[src/hw/rtl/gmo_pkg.sv]
`default_nettype none
package gmo_pkg;

  localparam int CORDIC_STEPS = 24;

  localparam logic [1:0] CFG_FRAME_WIDTH  = 2'd0;
  localparam logic [1:0] CFG_FRAME_HEIGHT = 2'd1;
  localparam logic [1:0] CFG_SCALE_COUNT  = 2'd2;

  typedef enum logic [3:0] {
    ST_IDLE, ST_RD_A, ST_RD_B, ST_CAP, ST_WR,
    ST_DIFF, ST_MULX, ST_MULY, ST_INIT, ST_ITER, ST_OUT
  } state_t;

  typedef struct packed {
    logic load;
    logic rd_a;
    logic rd_b;
    logic cap;
    logic wr;
    logic diff;
    logic mul_x;
    logic mul_y;
    logic init;
    logic step;
    logic out_load;
  } dp_cmd_t;

  typedef struct packed {
    logic interior;
    logic iter_done;
    logic out_free;
  } dp_status_t;

  // atan(2^-i) in 2^32 units of a full turn
  function automatic logic [31:0] turn_atan(input logic [4:0] i);
    logic [31:0] v;
    case (i)
      5'd0:  v = 32'd536870912;
      5'd1:  v = 32'd316933406;
      5'd2:  v = 32'd167458907;
      5'd3:  v = 32'd85004756;
      5'd4:  v = 32'd42667331;
      5'd5:  v = 32'd21354465;
      5'd6:  v = 32'd10679838;
      5'd7:  v = 32'd5340245;
      5'd8:  v = 32'd2670163;
      5'd9:  v = 32'd1335087;
      5'd10: v = 32'd667544;
      5'd11: v = 32'd333772;
      5'd12: v = 32'd166886;
      5'd13: v = 32'd83443;
      5'd14: v = 32'd41722;
      5'd15: v = 32'd20861;
      5'd16: v = 32'd10430;
      5'd17: v = 32'd5215;
      5'd18: v = 32'd2608;
      5'd19: v = 32'd1304;
      5'd20: v = 32'd652;
      5'd21: v = 32'd326;
      5'd22: v = 32'd163;
      5'd23: v = 32'd81;
      default: v = 32'd0;
    endcase
    return v;
  endfunction

endpackage
`default_nettype wire

[src/hw/rtl/gmo_ctrl.sv]
`default_nettype none
module gmo_ctrl (
  input  wire logic               clk,
  input  wire logic               rst,
  input  wire logic               in_valid,
  output logic                    in_ready,
  input  wire gmo_pkg::dp_status_t status,
  output gmo_pkg::dp_cmd_t        cmd
);
  gmo_pkg::state_t state, state_next;

  always_ff @(posedge clk) begin
    if (rst) state <= gmo_pkg::ST_IDLE;
    else state <= state_next;
  end

  always_comb begin
    state_next = state;
    case (state)
      gmo_pkg::ST_IDLE: if (in_valid) state_next = gmo_pkg::ST_RD_A;
      gmo_pkg::ST_RD_A: state_next = gmo_pkg::ST_RD_B;
      gmo_pkg::ST_RD_B: state_next = gmo_pkg::ST_CAP;
      gmo_pkg::ST_CAP:  state_next = gmo_pkg::ST_WR;
      gmo_pkg::ST_WR: begin
        state_next = status.interior ? gmo_pkg::ST_DIFF : gmo_pkg::ST_IDLE;
      end
      gmo_pkg::ST_DIFF: state_next = gmo_pkg::ST_MULX;
      gmo_pkg::ST_MULX: state_next = gmo_pkg::ST_MULY;
      gmo_pkg::ST_MULY: state_next = gmo_pkg::ST_INIT;
      gmo_pkg::ST_INIT: state_next = gmo_pkg::ST_ITER;
      gmo_pkg::ST_ITER: if (status.iter_done) state_next = gmo_pkg::ST_OUT;
      gmo_pkg::ST_OUT:  if (status.out_free) state_next = gmo_pkg::ST_IDLE;
      default:          state_next = gmo_pkg::ST_IDLE;
    endcase
  end

  always_comb begin
    cmd = '0;
    in_ready = 1'b0;
    case (state)
      gmo_pkg::ST_IDLE: begin
        in_ready = 1'b1;
        cmd.load = in_valid;
      end
      gmo_pkg::ST_RD_A: cmd.rd_a = 1'b1;
      gmo_pkg::ST_RD_B: cmd.rd_b = 1'b1;
      gmo_pkg::ST_CAP:  cmd.cap = 1'b1;
      gmo_pkg::ST_WR:   cmd.wr = 1'b1;
      gmo_pkg::ST_DIFF: cmd.diff = 1'b1;
      gmo_pkg::ST_MULX: cmd.mul_x = 1'b1;
      gmo_pkg::ST_MULY: cmd.mul_y = 1'b1;
      gmo_pkg::ST_INIT: cmd.init = 1'b1;
      gmo_pkg::ST_ITER: cmd.step = 1'b1;
      gmo_pkg::ST_OUT:  cmd.out_load = status.out_free;
      default: ;
    endcase
  end
endmodule
`default_nettype wire

[config.mk]
export PLATFORM = sky130hd
export DESIGN_NAME = gmo_ctrl
export DESIGN_NICKNAME = d
export VERILOG_FILES = /design/src/hw/rtl/gmo_pkg.sv /design/src/hw/rtl/gmo_ctrl.sv
export SDC_FILE = /design/constraint.sdc
export NUM_CORES = 1
export LEC_CHECK = 0
export BUFFER_PORTS_ARGS = -buffer_cell sky130_fd_sc_hd__buf_2
export CAP_MARGIN = 10
export CELL_PAD_IN_SITES_DETAIL_PLACEMENT = 1
export CELL_PAD_IN_SITES_GLOBAL_PLACEMENT = 2
export CORE_MARGIN = 2
export CORE_UTILIZATION = 20
export CTS_BUF_LIST = sky130_fd_sc_hd__clkbuf_8
export DETAILED_ROUTE_END_ITERATION = 10
export GPL_ROUTABILITY_DRIVEN = 1
export GPL_TIMING_DRIVEN = 0
export MAX_ROUTING_LAYER = met4
export PLACE_DENSITY = 0.72
export SLEW_MARGIN = 20
export SYNTH_ARGS = -nofsm -noshare
export SYNTH_HDL_FRONTEND = slang
export SYNTH_SLANG_ARGS = --single-unit
[constraint.sdc]
create_clock -name clk -period 1.3 [get_ports clk]
set_clock_uncertainty 0.2 [all_clocks]
set_input_delay 0.13 -clock clk [delete_from_list [all_inputs] [get_ports clk]]
set_output_delay 0.13 -clock clk [all_outputs]
set_load 0.1 [all_outputs]
# --- Word-level counts from Yosys, hierarchy flattened ---
# Cells that the tools add are included.
totals:
  ramBits: 0
  latchBits: 0
  memories: 0
  output_inout_bits: 12
  register_bits: 4
  mem_bits_ro: 0
  in_bits: 6
op_classes:
  n_eq_ne: 13
  magnitude_cmp: 0
  addsub: 0
  div_mod_pow: 0
  bitwise_logic: 0
  reduce_logical: 2
  mul: 0
  muxes: 17
  shift: 0
op_table:
  columns: ["cell", "n"]
  rows:
  - ["4-bit case mux with 11 select lines", 1]
  - ["4-bit by 3-bit equality test with 1-bit output (second input constant)", 4]
  - ["4-bit equality test (second input constant)", 3]
  - ["1-bit two-way mux", 12]
  - ["4-bit two-way mux", 3]
  - ["4-bit by 2-bit equality test with 1-bit output (second input constant)", 2]
  - ["2-bit inequality test (second input constant)", 3]
  - ["4-bit by 1-bit equality test with 1-bit output (second input constant)", 1]
  - ["4-bit logical NOT", 1]
  - ["3-bit two-way mux", 1]
  - ["3-bit AND reduction", 1]

# --- Logic depth before layout (Yosys ltp) ---
depth:
  depth_word: 3
  depth_mapped: 6
  ltp_nobuf: 4

# --- Least setup slack after synthesis ---
# No wires, ideal clock.
synth_timing:
  kind: "flip-flop to output port"
  start: "register state[1]"
  end: "output port in_ready"
  required_ns: 0.970
  setup_slack_ns: -1.826
  arrival_ns: 2.796
  stages_incl_launch_ff: 5
  path_buffers: 2
  path_cell_list: "dfxtp_1 -> buf_6 -> or2_1 -> buf_6 -> nor3_1"
synth_between:
  elab_chain_len: 2
synth_lines:
  columns: ["item", "line", "rtl"]
  rows:
  - ["start, declared", "gmo_ctrl.sv:10", "gmo_pkg::state_t state, state_next;"]
  - ["start signal, assigned", "gmo_ctrl.sv:13", "if (rst) state <= gmo_pkg::ST_IDLE;"]
  - ["start signal, assigned", "gmo_ctrl.sv:14", "else state <= state_next;"]
  - ["4-bit logical NOT", "gmo_ctrl.sv:40", "case (state)"]
  - ["1-bit two-way mux", "gmo_ctrl.sv:40", null]
  - ["end, declared", "gmo_ctrl.sv:6", "output logic in_ready,"]
# No other way between the ends.

# --- Final worst setup path ---
layout_timing:
  start: "register state[2]"
  end: "output port in_ready"
# The elaborated chain is that of the path after synthesis.

==> impl_metrics.py <==
metrics = {
    "synthesis": {
        "synth_area_um2": 344.1,
        "yosysUniqueCellTypes": 22,
        "avgSynthCellArea_um2": 6.747,
        "yosysWarnings": 0,
        "synthCells": 51,
        "yosysSeqAreaShare_pct": 23.27,
        "synth-seq-cells": 4,
        "syn-num-nets": 57,
    },
    "placement": {
        "place_congestion": 0.7067,
        "place_area_um2": 575.6,
        "hpwl_um": 855.8,
        "io_buffers": 17,
    },
    "detailed_routing": {
        "wire_per_inst_um": 15.54,
        "remaining_drc_errors": 0,
        "first_pass_iters": 1,
        "vias": 480,
        "viasPerCell": 4.948,
        "ant_nets": 0,
        "drtIter0Drc": 0,
        "routed_wl_um": 1507,
    },
    "die": {
        "chipWidth_um": 45.48,
        "core_area_um2": 1559,
        "die-area_um2": 2068,
        "start_util_pct": 22.07,
        "io_pins": 18,
        "rows": 14,
        "die_h_um": 45.48,
    },
    "timing": {
        "rsz0062_at_grt": "yes",
        "finalCritPeriodShare_pct": 123.9,
        "tightest_slew_ns": 0.2491,
        "layout_min_cycle_time_ns": 1.611,
        "setup_ws_ns": -0.3106,
        "final-hold-violation-count": 0,
        "timing.hold.ws_ns": 0.1205,
        "setup_viol": 14,
        "slew_viol_final": 0,
        "relSlewSlack_pct": 83.26,
        "fmax_mhz": 620.9,
    },
    "clock_tree": {
        "clockBufferDepth": 2,
        "numCtsBuffers": 3,
        "clk_pin_slew_ns": 0.03,
        "cts_tree": "built",
        "cts_root_buf": "clkbuf_8",
        "clock_latency_ns": 0.21,
        "htreeDepth": 1,
        "numClockSinks": 4,
    },
    "setup_path": {
        "crit_type": "register to output port",
        "path_delay_family": "simple AND/OR/NAND/NOR gates",
        "path_buf_inv": 2,
        "cp-start-kind": "register",
        "crit_path_cell_trace": "or2_1 > buf_6 > nor3_4 > buf_12",
        "critical-path-slowest-cell": "dfxtp_4",
        "critPathMaxStageDelay_ns": 0.34,
        "crit_arrival_ns": 1.28,
        "crit_required_ns": 0.97,
        "cp_max_fo": 5,
        "cp-end-kind": "output port",
    },
    "power_and_ir_drop": {
        "p_leak_nw": 0.3679,
        "max-vdd-ir-drop_v": 0.0008417,
        "p_per_area_nw_per_um2": 771.8,
    },
    "grt": {
        "first_global_vias": 485,
        "grt_overflow": 0,
        "grt_usage_pct": 15.72,
        "grt_max_degree": 11,
        "grt_pass1_wl_um": 2208,
        "antenna_found_initial": 0,
    },
    "cells_and_area": {
        "num_antenna_cells": 0,
        "layout.nets": 89,
        "largestRegisters": "state (4)",
        "final_area_um2": 996.0,
        "syn_to_final_growth_pct": 189.5,
        "mostFrequentLayoutCell": "buf_12",
        "drive_gt1_share_pct": 77.78,
        "top_register": "state",
        "largest_reg_flops": 4,
        "final_cell_mix": "buf_12, nor2_4, nor3_4, buf_2, buf_4",
        "final.fill_count": 150,
    },
    "run_status": {
        "status": "finished with violations",
        "violations": "negative setup slack",
    },
    "hold_path": {
        "holdCritPathClass": "input pin to register",
    },
    "flow_run": {
        "maxCapViolations": 0,
    },
}
[report_power, final]
group	internal [W]	total, W	switching [W]
registers	0.000128	0.000140	0.0000121
logic	0.000153	0.000374	0.000220
clock network	0.000197	0.000255	0.0000582
[metrics by stage]
stage | total power [W] | util [%] | worst slack [ns] | TNS [ns] | cells
CTS | 0.0007487 | 59.63 | -0.3595 | -3.523 | 96
global placement | 0.0003984 | 36.92 | -0.3700 | -3.831 | 84
detailed placement | 0.0003986 | 36.92 | -0.3765 | -3.844 | 84
finish | 0.0007687 | 63.88 | -0.3106 | -3.328 | 97
floorplan | 0.0003577 | - | -0.5535 | -3.893 | 51
global route | 0.0007981 | 63.88 | -0.3513 | -3.957 | 97
[tightest hold or removal path: stages]
cell and delay (ns):
buf_2 0.10, nor3_2 0.05, a221oi_2 0.16, nor2_1 0.05
[final cells by class]
cell class,instances,area (um^2),area share (%)
multi-input combinational,41,401.6,40.33
timing repair buffer,28,386.6,38.82
sequential,4,92.59,9.296
buffer,3,46.29,4.648
clock buffer,3,41.29,4.146
tap,16,20.02,2.010
inverter,2,7.507,0.7538
[routing by layer]
layer	vias to the layer above	part of all wire, %	track usage [%]
met3	0	3.8	4.365
met1	226	39	19.33
met2	13	57	24.23
met4	0	0	5.882
met5	-	0	-
li1	241	-	-
[what timing repair did]
action                                  CTS  global route
pin swaps                                11             6
buffers inserted                          9             1
hold buffers                              1             0
endpoints found under the hold margin     4             0
endpoints found under the setup margin   15            16
cloned                                    0             0
gates resized for setup                  65            12
[cell families (layout without fill, tap and decap cells)]
logic type | after synthesis | in the layout | share of synthesized area (%)
and+or+nand+nor | 31 | 31 | 45.82
xor gates and xnor gates | 1 | 1 | 2.546
DFF | 4 | 4 | 23.27
AOI/OAI and AO/OA | 9 | 9 | 16.73
buffers and inverters | 6 | 36 | 11.64
[Yosys cell counts (all sizes together)]
cell / number / area (um^2)
buf: 4 / 32.53
nand2: 2 / 7.510
and2: 1 / 6.260
a21oi: 3 / 15.01
and3: 1 / 6.260
inv: 2 / 7.510
nor2: 11 / 41.29
nand2b: 4 / 25.02
xnor2: 1 / 8.760
nand3b: 1 / 7.510
a31oi: 1 / 6.260
o21ai: 3 / 18.77
nor3: 8 / 45.04
nor4: 1 / 6.260
nor2b: 1 / 6.260
a211o: 1 / 8.760
a221oi: 1 / 8.760
or2: 1 / 6.260
dfxtp: 4 / 80.08
[final timing paths]
kind | end | cells after the start | startpoint | slack (ns)
worst max-delay path | in_ready | 4 | state[2] | -0.31
worst min-delay path | state[0] | 4 | status[1] | 0.12
worst max register to register | state[0] | 6 | state[2] | -0.25
worst min register to register | state[2] | 2 | state[2] | 0.41
(Power assumes the default switching activity.)
